`src/hw/rtl/dup_copy_param_record_loader_top_macros.svh`:
```
// Assertion macros for the duplicate-copy parameter record loader
`ifndef DUP_COPY_PARAM_RECORD_LOADER_TOP_MACROS_SVH
`define DUP_COPY_PARAM_RECORD_LOADER_TOP_MACROS_SVH

// Same-cycle implication, sampled on clk, off during reset
`define DCPRL_ASSERT_IMPL(lbl, ante, cons) \
	lbl: assert property (@(posedge clk) disable iff (!arst_n) (ante) |-> (cons)) \
		else $error("dcprl: same-cycle check failed");

// Next-cycle implication, sampled on clk, off during reset
`define DCPRL_ASSERT_NEXT(lbl, ante, cons) \
	lbl: assert property (@(posedge clk) disable iff (!arst_n) (ante) |=> (cons)) \
		else $error("dcprl: next-cycle check failed");

`endif

```
`src/hw/rtl/dcprl_pkg.sv`:
```
// Shared types and constants for the parameter record loader
`timescale 1ns / 1ps
`default_nettype none
package dcprl_pkg;

	localparam int INT_PARAM_COUNT   = 64;
	localparam int FLOAT_PARAM_COUNT = 128;

	localparam int WORD_W    = 16;
	localparam int IDX_W     = 10;
	localparam int VALUE_W   = 32;
	localparam int SUM_W     = 32;
	localparam int CFG_IDX_W = 8;
	localparam int NUM_HDR   = 4;

	typedef enum logic [1:0] {
		KIND_INT   = 2'd0,
		KIND_FLOAT = 2'd1,
		KIND_DONE  = 2'd2
	} kind_t;

	typedef struct packed {
		kind_t               kind;
		logic [IDX_W-1:0]    index;
		logic [VALUE_W-1:0]  value;
		logic                ok;
	} result_t;

endpackage
`default_nettype wire

```
`src/hw/rtl/dcprl_parser.sv`:
```
// Record parser: header check, copy compare, checksum, config registers
`timescale 1ns / 1ps
`default_nettype none
module dcprl_parser (
	input  wire                                 clk,
	input  wire                                 arst_n,
	input  wire                                 cfg_we,
	input  wire [dcprl_pkg::CFG_IDX_W-1:0]      cfg_index,
	input  wire [dcprl_pkg::WORD_W-1:0]         cfg_data,
	input  wire                                 in_fire,
	input  wire [dcprl_pkg::WORD_W-1:0]         flash_word,
	input  wire                                 record_start,
	output logic                                res_valid,
	output dcprl_pkg::result_t                  res
);

	typedef enum logic [2:0] {
		PH_IDLE   = 3'd0,
		PH_HEADER = 3'd1,
		PH_INT    = 3'd2,
		PH_FLOAT  = 3'd3,
		PH_CHECK  = 3'd4
	} phase_t;

	localparam logic [dcprl_pkg::IDX_W-1:0] INT_LAST =
		dcprl_pkg::IDX_W'(dcprl_pkg::INT_PARAM_COUNT - 1);
	localparam logic [dcprl_pkg::IDX_W-1:0] FLOAT_LAST =
		dcprl_pkg::IDX_W'(dcprl_pkg::FLOAT_PARAM_COUNT - 1);

	phase_t                          phase_q, phase_n;
	logic [dcprl_pkg::IDX_W-1:0]     cnt_q, cnt_n;
	logic [1:0]                      slot_q, slot_n;
	logic [dcprl_pkg::WORD_W-1:0]    held_q [3];
	logic [dcprl_pkg::WORD_W-1:0]    held_n [3];
	logic [dcprl_pkg::SUM_W-1:0]     sum_q, sum_n;
	logic                            failed_q, failed_n;
	logic [dcprl_pkg::WORD_W-1:0]    hdr_q [dcprl_pkg::NUM_HDR];
	logic [dcprl_pkg::WORD_W-1:0]    chk_expect;

	always_comb begin
		phase_n   = phase_q;
		cnt_n     = cnt_q;
		slot_n    = slot_q;
		held_n    = held_q;
		sum_n     = sum_q;
		failed_n  = failed_q;
		res_valid = 1'b0;
		res       = '0;
		case (slot_q)
			2'd0:    chk_expect = sum_q[dcprl_pkg::WORD_W-1:0];
			2'd1:    chk_expect = sum_q[dcprl_pkg::SUM_W-1:dcprl_pkg::WORD_W];
			default: chk_expect = '0;
		endcase
		if (in_fire) begin
			if (record_start) begin
				phase_n  = PH_HEADER;
				cnt_n    = '0;
				slot_n   = '0;
				held_n   = '{default: '0};
				sum_n    = '0;
				failed_n = 1'b0;
			end else begin
				case (phase_q)
					PH_HEADER: begin
						if (flash_word != hdr_q[slot_q]) begin
							res_valid = 1'b1;
							res.kind  = dcprl_pkg::KIND_DONE;
							phase_n   = PH_IDLE;
							slot_n    = '0;
						end else if (slot_q == 2'd3) begin
							phase_n = PH_INT;
							slot_n  = '0;
							cnt_n   = '0;
						end else begin
							slot_n = slot_q + 2'd1;
						end
					end
					PH_INT: begin
						if (slot_q == 2'd0) begin
							held_n[0] = flash_word;
							sum_n     = sum_q + dcprl_pkg::SUM_W'(flash_word);
							slot_n    = 2'd1;
						end else begin
							if (flash_word == held_q[0]) begin
								res_valid = 1'b1;
								res.kind  = dcprl_pkg::KIND_INT;
								res.index = cnt_q;
								res.value = dcprl_pkg::VALUE_W'(held_q[0]);
							end else begin
								failed_n = 1'b1;
							end
							slot_n = '0;
							if (cnt_q == INT_LAST) begin
								phase_n = PH_FLOAT;
								cnt_n   = '0;
							end else begin
								cnt_n = cnt_q + 1'b1;
							end
						end
					end
					PH_FLOAT: begin
						case (slot_q)
							2'd0, 2'd1: begin
								held_n[slot_q] = flash_word;
								sum_n  = sum_q + dcprl_pkg::SUM_W'(flash_word);
								slot_n = slot_q + 2'd1;
							end
							2'd2: begin
								held_n[2] = flash_word;
								slot_n    = 2'd3;
							end
							default: begin
								if (held_q[2] == held_q[0] && flash_word == held_q[1]) begin
									res_valid = 1'b1;
									res.kind  = dcprl_pkg::KIND_FLOAT;
									res.index = cnt_q;
									res.value = {held_q[1], held_q[0]};
								end else begin
									failed_n = 1'b1;
								end
								slot_n = '0;
								if (cnt_q == FLOAT_LAST) begin
									phase_n = PH_CHECK;
									cnt_n   = '0;
								end else begin
									cnt_n = cnt_q + 1'b1;
								end
							end
						endcase
					end
					PH_CHECK: begin
						if (flash_word != chk_expect) begin
							failed_n = 1'b1;
						end
						if (slot_q == 2'd3) begin
							res_valid = 1'b1;
							res.kind  = dcprl_pkg::KIND_DONE;
							res.ok    = ~failed_n;
							phase_n   = PH_IDLE;
							slot_n    = '0;
						end else begin
							slot_n = slot_q + 2'd1;
						end
					end
					default: begin
					end
				endcase
			end
		end
	end

	always_ff @(posedge clk or negedge arst_n) begin
		if (!arst_n) begin
			phase_q  <= PH_IDLE;
			cnt_q    <= '0;
			slot_q   <= '0;
			held_q   <= '{default: '0};
			sum_q    <= '0;
			failed_q <= 1'b0;
			hdr_q    <= '{default: '0};
		end else begin
			phase_q  <= phase_n;
			cnt_q    <= cnt_n;
			slot_q   <= slot_n;
			held_q   <= held_n;
			sum_q    <= sum_n;
			failed_q <= failed_n;
			if (cfg_we && cfg_index < dcprl_pkg::CFG_IDX_W'(dcprl_pkg::NUM_HDR)) begin
				hdr_q[cfg_index[1:0]] <= cfg_data;
			end
		end
	end

endmodule
`default_nettype wire

```
`src/hw/rtl/dcprl_out_buf.sv`:
```
// Result register with skid stage
`timescale 1ns / 1ps
`default_nettype none
module dcprl_out_buf (
	input  wire                      clk,
	input  wire                      arst_n,
	input  wire                      push,
	input  wire dcprl_pkg::result_t  push_data,
	output logic                     space,
	output logic                     out_valid,
	input  wire                      out_ready,
	output dcprl_pkg::result_t       out_data
);

	dcprl_pkg::result_t  skid_q;
	logic                skid_valid_q;
	logic                pop;

	assign pop   = out_valid & out_ready;
	assign space = ~skid_valid_q;

	always_ff @(posedge clk or negedge arst_n) begin
		if (!arst_n) begin
			out_valid    <= 1'b0;
			skid_valid_q <= 1'b0;
		end else begin
			if (!out_valid || pop) begin
				if (skid_valid_q) begin
					out_valid    <= 1'b1;
					skid_valid_q <= 1'b0;
				end else begin
					out_valid <= push;
				end
			end else if (push) begin
				skid_valid_q <= 1'b1;
			end
		end
	end

	always_ff @(posedge clk) begin
		if (!out_valid || pop) begin
			out_data <= skid_valid_q ? skid_q : push_data;
		end else if (push) begin
			skid_q <= push_data;
		end
	end

endmodule
`default_nettype wire

```
`src/hw/rtl/dup_copy_param_record_loader_top.sv`:
```
// Top level of the duplicate-copy parameter record loader
// Usage:
//   Input channel (in_valid/in_ready) takes one 16-bit flash word per request;
//   record_start marks the dummy word that opens a record and restarts parsing.
//   Output channel (out_valid/out_ready) carries parameter writes (integer or
//   float, with table index and value) and at most one finish request per record with
//   record_ok. Configuration channel (cfg_valid/cfg_ready, always ready) writes
//   the four expected header words at indexes 0 to 3; others are dropped.
//   Output: a result is registered into the output register, or into the skid
//   stage while the output waits. Throughput: one word per cycle while in_ready
//   is high, set by the single compare-and-add stage feeding the result register.
//   Stall: a two-entry result register and skid stage let the input keep
//   taking words while one result waits; in_ready drops only when both hold.
//   Reset: parser returns to idle, header registers clear to zero, both
//   output entries empty. No clearing pass is needed.
`timescale 1ns / 1ps
`default_nettype none
`include "dup_copy_param_record_loader_top_macros.svh"
module dup_copy_param_record_loader_top (
	input  wire                                 clk,
	input  wire                                 arst_n,
	input  wire                                 cfg_valid,
	output logic                                cfg_ready,
	input  wire [dcprl_pkg::CFG_IDX_W-1:0]      cfg_index,
	input  wire [dcprl_pkg::WORD_W-1:0]         cfg_data,
	input  wire                                 in_valid,
	output logic                                in_ready,
	input  wire [dcprl_pkg::WORD_W-1:0]         flash_word,
	input  wire                                 record_start,
	output logic                                out_valid,
	input  wire                                 out_ready,
	output logic [1:0]                          result_kind,
	output logic [dcprl_pkg::IDX_W-1:0]         param_index,
	output logic [dcprl_pkg::VALUE_W-1:0]       param_value,
	output logic                                record_ok
);

	logic                in_fire;
	logic                res_valid;
	dcprl_pkg::result_t  res;
	dcprl_pkg::result_t  out_data;

	assign cfg_ready = 1'b1;
	assign in_fire   = in_valid & in_ready;

	dcprl_parser u_parser (
		.clk          (clk),
		.arst_n       (arst_n),
		.cfg_we       (cfg_valid & cfg_ready),
		.cfg_index    (cfg_index),
		.cfg_data     (cfg_data),
		.in_fire      (in_fire),
		.flash_word   (flash_word),
		.record_start (record_start),
		.res_valid    (res_valid),
		.res          (res)
	);

	dcprl_out_buf u_out_buf (
		.clk       (clk),
		.arst_n    (arst_n),
		.push      (res_valid),
		.push_data (res),
		.space     (in_ready),
		.out_valid (out_valid),
		.out_ready (out_ready),
		.out_data  (out_data)
	);

	assign result_kind = out_data.kind;
	assign param_index = out_data.index;
	assign param_value = out_data.value;
	assign record_ok   = out_data.ok;

	`DCPRL_ASSERT_IMPL(a_full_implies_out, !in_ready, out_valid)
	`DCPRL_ASSERT_IMPL(a_done_zero_payload, out_valid && result_kind == dcprl_pkg::KIND_DONE, param_index == '0 && param_value == '0)
	`DCPRL_ASSERT_IMPL(a_write_not_ok, out_valid && result_kind != dcprl_pkg::KIND_DONE, !record_ok)
	`DCPRL_ASSERT_NEXT(a_start_no_result, in_valid && in_ready && record_start && out_ready && !out_valid, !out_valid)

endmodule
`default_nettype wire

```
`config.mk`:
```
export PLATFORM = sky130hd
export DESIGN_NAME = dup_copy_param_record_loader_top
export DESIGN_NICKNAME = d
export VERILOG_FILES = /design/src/hw/rtl/dcprl_pkg.sv /design/src/hw/rtl/dcprl_parser.sv /design/src/hw/rtl/dcprl_out_buf.sv /design/src/hw/rtl/dup_copy_param_record_loader_top.sv
export VERILOG_INCLUDE_DIRS = /design/src /design/src/hw/rtl
export SDC_FILE = /design/constraint.sdc
export NUM_CORES = 1
export LEC_CHECK = 0
export BUFFER_PORTS_ARGS = -buffer_cell sky130_fd_sc_hd__buf_2
export CORE_MARGIN = 10
export CORE_UTILIZATION = 65
export DETAILED_ROUTE_END_ITERATION = 8
export HOLD_SLACK_MARGIN = 0.03
export PLACE_DENSITY_LB_ADDON = 0.1
export SYNTH_ARGS = -nofsm -noshare
export SYNTH_HDL_FRONTEND = slang
export SYNTH_HIERARCHICAL = 1
export SYNTH_SLANG_ARGS = --single-unit
```
`constraint.sdc`:
```
create_clock -name clk -period 10.6 [get_ports clk]
set_input_delay 0.53 -clock clk [delete_from_list [all_inputs] [get_ports clk]]
set_output_delay 0.53 -clock clk [all_outputs]
set_load 0.005 [all_outputs]
```
==> flow_summary.ini <==
[grt]
grt_pass1_wl_mm = 46.9
antenna_found_initial = 0
grt_overflow = 0
grt_usage = 0.221
grt_pass1_vias = 8844
grt_max_degree = 90

[floorplan]
boundaryPins = 94
core_area_um2 = 19500
start_util = 0.660
die_h_um = 161
dieArea_um2 = 25800
dieWidth_um = 161
placement_rows = 51

[timing]
setup_viol = 0
drv_slew = 0
fin_worst_skew_ns = 0.0107
layout_min_cycle_time_ns = 3.89
rsz0062_at_grt = no
slew-limit-headroom = 0.209
tightest_slew_ns = 1.18
tns_ns = 0
finalHoldViolations = 0
fmax_mhz = 257
fin_crit_sh = 0.367

[clock_tree]
cts_repair_resize_count = 0
cts-root-buf = clkbuf_16
cts_setup_buffers = 0
cts_tree = yes
cts_sinks = 252
postCtsHoldBufs = 0
clockBufferDepth = 3
cts_buffers = 26
worstSkewPairLatency_ns = 0.53
clkTransAtPathRegs_ns = 0.06
htree_num_levels = 1

[routing]
antenna_left = 0
postRouteWirelength_mm = 28.8
dr.pass1.iters = 8
via_per_inst = 6.14
drc_errors = 0
wl_per_cell_um = 20.5
drtIter0Drc = 674
routed-via-count = 8644

[power]
max-vdd-ir-drop_mv = 0.139
p_leak_uw = 0.00630
power.density_nw_per_um2 = 163

[synth]
ys_ff_latch = 252
ys_warn_count = 6
synth_edf_count = 90
ys_async_sr_fraction = 0.643
synth_cell_types = 66
syn_area_um2 = 12800
synth_ff_type = dfrtp_1
synthCells = 1058
yosysSeqAreaShare = 0.526
syn_area_per_cell_um2 = 12.1
syn_nets = 1128

[placed_design]
io_buffers = 92
gp_congestion = 0.889
dp_hpwl_mm = 19.7

[setup_path]
worstReg2RegStart = u_parser/slot_q[1]
critical_path.top_delay_family = simple AND/OR/NAND/NOR gates
crit_fanout = 23
required_ns = 11.05
critPathBufInv = 2
startpoint_type = register
crit_path_end = u_parser/held_q[46]
cpMostUsedCell = nor2_1
cpPeakStageDelay_ns = 0.94
slowest_stage = dfrtp_1
arrival_ns = 4.34
worstSetupStartpoint = u_parser/slot_q[1]
end_kind = register
crit_cells = 9
path_class = register to register
r2r_cells = 9
r2r_end = u_parser/held_q[46]
crit_path_cell_trace = inv_1 -> ha_1 -> a21oi_1 -> nor2_1 -> o21ai_1 -> buf_4 -> nor2_1 -> nor2_1 -> a22o_1
regToRegSetupSlack_ns = 6.71

[layout]
area_growth_pct = 11.2
seq_area_um2 = 6760
fin_nets = 1193
final_cell_mix = 161 x dfrtp_1, 91 x buf_2, 90 x edfxtp_1
final_common_cell = dfrtp_1
nFillCells = 1354
final_util = 0.733
drive_above_1_share = 0.246
multiInputGateArea_um2 = 5760
n_antenna_cell = 0

[worst_hold_path]
hold_class = primary input to asynchronous set/reset pin

[run]
max_cap_viol_count = 0

[outcome]
status = completed
per-stage QoR:
step	hold slack (ns)	total power, µW	setup WS [ns]	std cells	cell area (µm²)
2_1_floorplan	0.234	1350	6.05	1058	12800
3_3_place_gp	0.482	1440	6.91	1360	13400
3_5_place_dp	0.491	1450	6.78	1360	13400
4_1_cts	0.103	2340	6.76	1408	14300
5_1_grt	0.138	2430	6.39	1408	14300
6_report	0.0699	2330	6.71	1408	14300
logic make-up (layout without fill, tap and decap cells):
kind of cell / Yosys count / count (layout) / share of synthesized area
AOI/OAI and AO/OA: 197 / 197 / 0.105
xor gates and xnor gates: 94 / 94 / 0.0641
DFF: 252 / 252 / 0.526
adders and majority gates: 24 / 24 / 0.0240
muxes: 132 / 132 / 0.137
other: 1 / 1 / 0.000292
buffers and inverters: 76 / 161 / 0.0260
and+or+nand+nor: 282 / 282 / 0.116
area by class of cell:
type,instances,share of cell area
sequential,252,0.474
multi-input combinational,730,0.403
clock buffer,38,0.0516
timing repair buffer,102,0.0380
tap,265,0.0232
clock inverter,10,0.00728
inverter,11,0.00289
power breakdown:
group          internal (µW)  switching [µW]
clock network            530             360
logic                    147             199
registers               1050            42.0
total                   1730             601
layer usage:
layer  GRT usage  up-vias  routed length (µm)
li1            -     4005                   -
met1       0.293     4252               12200
met2       0.365      337               14000
met3      0.0371       50                1990
met4      0.0714        0                 681
met5           0        -                   0
sequential cells by signal, summed over array words and instances (netlist names):
register,cells
u_parser/phase_q,3
u_parser/failed_q,1
u_parser/held_q,48
u_out_buf/out_valid,1
u_out_buf/skid_valid_q,1
u_parser/cnt_q,10
u_parser/slot_q,2
u_out_buf/skid_q,45
u_parser/sum_q,32
u_parser/hdr_q,64
u_out_buf/out_data,45
synthesized netlist by cell type (5+ instances only):
cell type	instances	area share
mux2_4	28	0.033
dfrtp_1	162	0.32
and2_1	43	0.021
o21a_1	5	0.0029
mux4_2	16	0.028
a21oi_1	29	0.011
nor3_1	7	0.0027
nor2b_1	7	0.0034
o21ai_0	40	0.016
and3_1	14	0.0068
edfxtp_1	90	0.21
or3_1	10	0.0049
nand4_1	12	0.0058
xor2_1	27	0.018
a22o_1	40	0.027
a22oi_1	19	0.011
a21o_1	9	0.0053
nand2b_1	14	0.0068
clkbuf_1	52	0.015
ha_1	23	0.022
nand2_1	79	0.023
nor4_1	8	0.0039
buf_6	5	0.0044
o21ai_1	13	0.0051
mux2i_1	7	0.0055
nor2_1	36	0.011
a31oi_1	5	0.0024
o31ai_1	13	0.0076
mux2_2	81	0.071
inv_1	11	0.0032
nor4_2	5	0.0049
nand3_1	32	0.012
xnor2_1	67	0.046
buf_2	6	0.0023
worst min path at each step:
| stage | start | endpoint | cells past startpoint |
|---|---|---|---|
| floorplan | arst_n | u_out_buf/out_valid | 0 |
| global placement | u_parser/hdr_q[15] | u_parser/hdr_q[15] | 1 |
| detailed placement | u_parser/hdr_q[6] | u_parser/hdr_q[6] | 1 |
| CTS | arst_n | u_parser/hdr_q[27] | 1 |
| global route | arst_n | u_parser/hdr_q[48] | 1 |
| finish | arst_n | u_parser/hdr_q[48] | 1 |
Power figures use the tool's default switching activity.
